<file path="config.mk">
export PLATFORM = sky130hd
export DESIGN_NAME = mbbs_ctrl
export DESIGN_NICKNAME = d
export VERILOG_FILES = /design/src/mbbs_pkg.sv /design/src/mbbs_ctrl.sv
export SDC_FILE = /design/constraint.sdc
export NUM_CORES = 1
export LEC_CHECK = 0
export BUFFER_PORTS_ARGS = -buffer_cell sky130_fd_sc_hd__buf_2
export CORE_AREA = 4 4 41 43
export CTS_CLUSTER_SIZE = 20
export DETAILED_ROUTE_END_ITERATION = 6
export DIE_AREA = 0 0 45 47
export RECOVER_POWER = 100
export SYNTH_ARGS = -nofsm -noshare
export SYNTH_HDL_FRONTEND = slang
export SYNTH_SLANG_ARGS = --single-unit
</file>
<file path="constraint.sdc">
create_clock -name clk_i -period 1.35 [get_ports clk_i]
set_clock_uncertainty 0.05 [all_clocks]
set_input_delay 0.0675 -clock clk_i [delete_from_list [all_inputs] [get_ports clk_i]]
set_output_delay 0.0675 -clock clk_i [all_outputs]
set_load 0.01 [all_outputs]
</file>
<file path="src/mbbs_pkg.sv">
// shared types and constants for the model-biased binary search core
package mbbs_pkg;

  localparam int unsigned KEY_W   = 64;   // table key width
  localparam int unsigned IDX_W   = 12;   // entry_index and position width
  localparam int unsigned BOUND_W = 21;   // signed bound and prediction width
  localparam int unsigned WIN_W   = 22;   // signed working width of the window
  localparam int unsigned PRB_W   = 5;    // probe counter width
  localparam int unsigned KCNT_W  = 13;   // key_count register width

  localparam logic [KCNT_W-1:0] KEY_COUNT_RESET = 13'd4096;
  localparam logic [PRB_W-1:0]  PROBE_MAX       = 5'd31;

  // item kinds carried in tuser
  localparam logic MODE_LOAD   = 1'b0;
  localparam logic MODE_SEARCH = 1'b1;

  // register index from paddr[2]
  localparam logic REG_KEY_COUNT = 1'b0;

  // widths of the stream payloads
  localparam int unsigned IN_TDATA_W  = 208;
  localparam int unsigned OUT_TDATA_W = 24;

  typedef enum logic [1:0] {
    ST_IDLE,
    ST_PROBE,
    ST_CMP,
    ST_DONE
  } state_e;

  // controller to datapath
  typedef struct packed {
    logic write;    // store a load beat into the table
    logic start;    // latch a search beat and clamp its window
    logic probe;    // issue one table read
    logic compare;  // evaluate the read entry
    logic emit;     // move the result into the output register
  } cmd_t;

  // datapath to controller
  typedef struct packed {
    logic win_ok;    // raw window on the input is not empty
    logic cont;      // another probe is due
    logic hit;       // read entry equals the key
    logic out_busy;  // output register still holds an untaken result
  } status_t;

endpackage

</file>
<file path="src/mbbs_ctrl.sv">
// search sequencer: state machine that drives the datapath
module mbbs_ctrl (
  input  logic            clk_i,
  input  logic            rst_ni,
  input  logic            in_valid_i,
  input  logic            in_mode_i,
  input  mbbs_pkg::status_t status_i,
  output mbbs_pkg::cmd_t  cmd_o,
  output logic            in_ready_o
);

  mbbs_pkg::state_e state_q, state_d;

  always_ff @(posedge clk_i or negedge rst_ni) begin
    if (!rst_ni) begin
      state_q <= mbbs_pkg::ST_IDLE;
    end else begin
      state_q <= state_d;
    end
  end

  // next state
  always_comb begin
    state_d = state_q;
    unique case (state_q)
      mbbs_pkg::ST_IDLE: begin
        if (in_valid_i && (in_mode_i == mbbs_pkg::MODE_SEARCH)) begin
          state_d = status_i.win_ok ? mbbs_pkg::ST_PROBE : mbbs_pkg::ST_DONE;
        end
      end
      mbbs_pkg::ST_PROBE: begin
        state_d = status_i.cont ? mbbs_pkg::ST_CMP : mbbs_pkg::ST_DONE;
      end
      mbbs_pkg::ST_CMP: begin
        state_d = status_i.hit ? mbbs_pkg::ST_DONE : mbbs_pkg::ST_PROBE;
      end
      mbbs_pkg::ST_DONE: begin
        if (!status_i.out_busy) state_d = mbbs_pkg::ST_IDLE;
      end
      default: state_d = mbbs_pkg::ST_IDLE;
    endcase
  end

  // outputs
  always_comb begin
    cmd_o      = '0;
    in_ready_o = 1'b0;
    unique case (state_q)
      mbbs_pkg::ST_IDLE: begin
        in_ready_o = 1'b1;
        if (in_valid_i) begin
          if (in_mode_i == mbbs_pkg::MODE_SEARCH) cmd_o.start = 1'b1;
          else                                    cmd_o.write = 1'b1;
        end
      end
      mbbs_pkg::ST_PROBE: begin
        cmd_o.probe = status_i.cont;
      end
      mbbs_pkg::ST_CMP: begin
        cmd_o.compare = 1'b1;
      end
      mbbs_pkg::ST_DONE: begin
        cmd_o.emit = !status_i.out_busy;
      end
      default: begin
        cmd_o      = '0;
        in_ready_o = 1'b0;
      end
    endcase
  end

endmodule

</file>
==> impl_results.md <==
* Outcome: finished, final reports clean
* Critical path required time at 1230 ps
* Yosys reg bits at 2
* Hold EP: state_q[1]$_DFFE_PN0P_
* Synth area leaders: dfrtp_1 (36%), nand3b_1 (11%), and3b_2 (7.2%)
* Routed vias at 184
* Critical path arrival at 1130 ps
* Number of library cell types mapped by synthesis at 12
* Synth Cell Area at around 140 um2
* Setup violations, final at 0
* Area Overhead vs Synth at 89.19%
* LEAKAGE at 0.1421 nW
* CTS tree: built
* Pwr/cell area at between 1500 and 2000 nW/um2
* Setup bufs post-CTS at 0
* Fraction of power spent switching nets at 0.3967
* Grt total ovfl at 0
* Post-route antenna net violation count at 0
* CP Max Fanout at 8
* Max Used Layer: met4
* Fin Setup TNS at 0 ps
* Die width at ~45 um
* Drt drc at 0
* Hpwl dp at 353.9 um
* H-tree depth at 1
* Placed Cells at 43
* Crit end category: primary output
* Share of flip-flops with an asynchronous set or reset at 1.000
* Top reg by flops: state_q
* Clock power frac at 0.285
* Vias in the first global route at 167
* Pin count of the biggest net entering global routing at 9
* Max FFs per register at 2
* CP Class: reg -> out
* Dominant synthesized flop cell: dfrtp_1
* Hold path startpoint: status_i[3]
* Area share of the largest cell type after synthesis at 0.3604
* Routed wire length at 475 um
* Layout cell share with drive strength beyond 1 at 0.5938
* Nature of the critical path startpoint: register
* Internal power at 0.0002877 W
* Antenna violations before repair at 0
* TritonRoute pass-1 iters at 3
* Post-synth EDFFs at 0
* Commonest cells post-synth: dfrtp_1 (2), nand3b_1 (2), nor2_1 (2)
* Crit. Startpoint: state_q[0]$_DFFE_PN0P_
* Hold Path Stages at 3
* Clock root buffer: clkbuf_4
* IR drop worst, VDD at around 0.48 mV
* Core Region at about 1300 um2
* I/O Buffers at 13
* Post-synthesis sequential area ratio at 0.3604
* DR WL met2 at approximately 150 um
* Fin. Hold Viols at 0
* Dominant cell type by area after synthesis: dfrtp_1
* All-Layer GR Usage at 0.06082
* Metal-1 WL at 224 um
* Final core utilization at 0.2019
* Syn Nets at 23
* Switch Pwr at 0.0001892 W
* Largest regs: state_q x2
* Flop2flop setup slack at between 300 and 400 ps
* Final Cycle Share at 0.9240
* TritonCTS buffer count at 3
* Total clock sinks at 2
* N_diodes at 0
* Nets@finish at 42
* Number of DRC markers in iteration 0 at 4
* Syn avg cell area at ~9.3 um2
* Reg2reg start: state_q[0]$_DFFE_PN0P_
* IO Pins at 14
* GP Congestion at between 0.6 and 0.7
* Worst reg2reg path depth at 2
* Starting Density at 0.1067
* Via density at slightly below 4
* Reg2reg end: state_q[0]$_DFFE_PN0P_
* Num rows at 13
* Synth Instances at 15
* Yosys warns at 0
* Total power at around 0.00048 W
* Longest Clk Path Bufs at 2
* Rel. slew slack at 0.8201
* Fin crit period at 1247 ps
* Clk_lat worst skew at 230 ps
* Max Cap Viol at 0
* Part of the power in combinational logic at 0.402
* First-pass GRT wire length at roughly 750 um
* Slew at the pin with the worst max-slew slack at 269.8 ps
* Pins Over Slew Limit at 0
* Die H at 47 um
* Die area at 2115 um2
* WL met3 at 67 um
* Fin cells at 47
* Worst Hold Class: in -> reg
* Fmax at 0.8017 GHz
* Worst-path clk slew at 30 ps
* Flop pwr share at 0.313
* Post-DR wirelength/cell at approximately 10 um
[cell type report]
class,count,area [um2]
fillers,153,1039
flip-flops and latches,2,50.05
inverters,1,3.754
clock buffers,3,22.52
multi-input cells,12,93.84
well taps,15,18.77
repair buffers,14,73.82
[power groups by stage]
stage	Combinational (W)	Clock (W)	Sequential, W
after floorplan	0.000116	0	0.000126
after CTS	0.000190	0.000145	0.000136
after global routing	0.000212	0.000156	0.000160
final	0.000192	0.000136	0.000149
after detailed placement	0.000187	0	0.000137
after global placement	0.000186	0	0.000137
[worst max-delay path, stage by stage, from the launching register on]
cell     delay, ps
dfrtp_1        460
nor2_2         160
and3_1         160
buf_2          120
[kinds of logic after synthesis]
family / share of synthesized area
compound gates: 0.09915
simple gates: 0.4415
flops: 0.3604
buf+inv: 0.02700
mux: 0.07207
[cell usage in the layout (no fill, tap or decap)]
master,count
a22oi_1,1
a31oi_1,1
and3_1,1
and3_2,1
and3b_2,1
buf_2,12
clkbuf_1,1
clkbuf_4,3
dfrtp_1,2
dlygate4sd3_1,1
inv_1,1
mux2i_1,1
nand2b_1,1
nand3b_1,2
nor2_1,1
nor2_2,1
nor4b_2,1
[metrics by stage]
stage               hold WS [ps]  cell area (um2)  setup slack, ps
floorplan                 -278.1            138.9            321.3
global placement          -193.2            222.7            335.2
detailed placement        -196.6            222.7            330.4
CTS                        73.26            255.2            69.39
global route               62.89            262.8           -5.370
finish                     78.79            262.8            102.6
[worst max path at each step]
| stage | end | slack [ps] |
|---|---|---|
| after global placement | cmd_o[4] | 340 |
| after floorplan | cmd_o[4] | 320 |
| final | cmd_o[3] | 100 |
| after CTS | cmd_o[3] | 70 |
| after detailed placement | cmd_o[3] | 330 |
| after global routing | cmd_o[3] | -5 |
[layer usage]
metal,global-route usage,vias to the layer above
li1,-,92
met1,0.06364,73
met2,0.05650,15
met3,0.03065,4
met4,0.1228,0
met5,0,-
[repair_timing]
item	CTS	global route
gates resized for setup	0	2
setup endpoints to repair	0	2
hold buffers	1	0
endpoints found under the hold margin	2	0
Note: power is estimated with default switching activity, not from simulation.
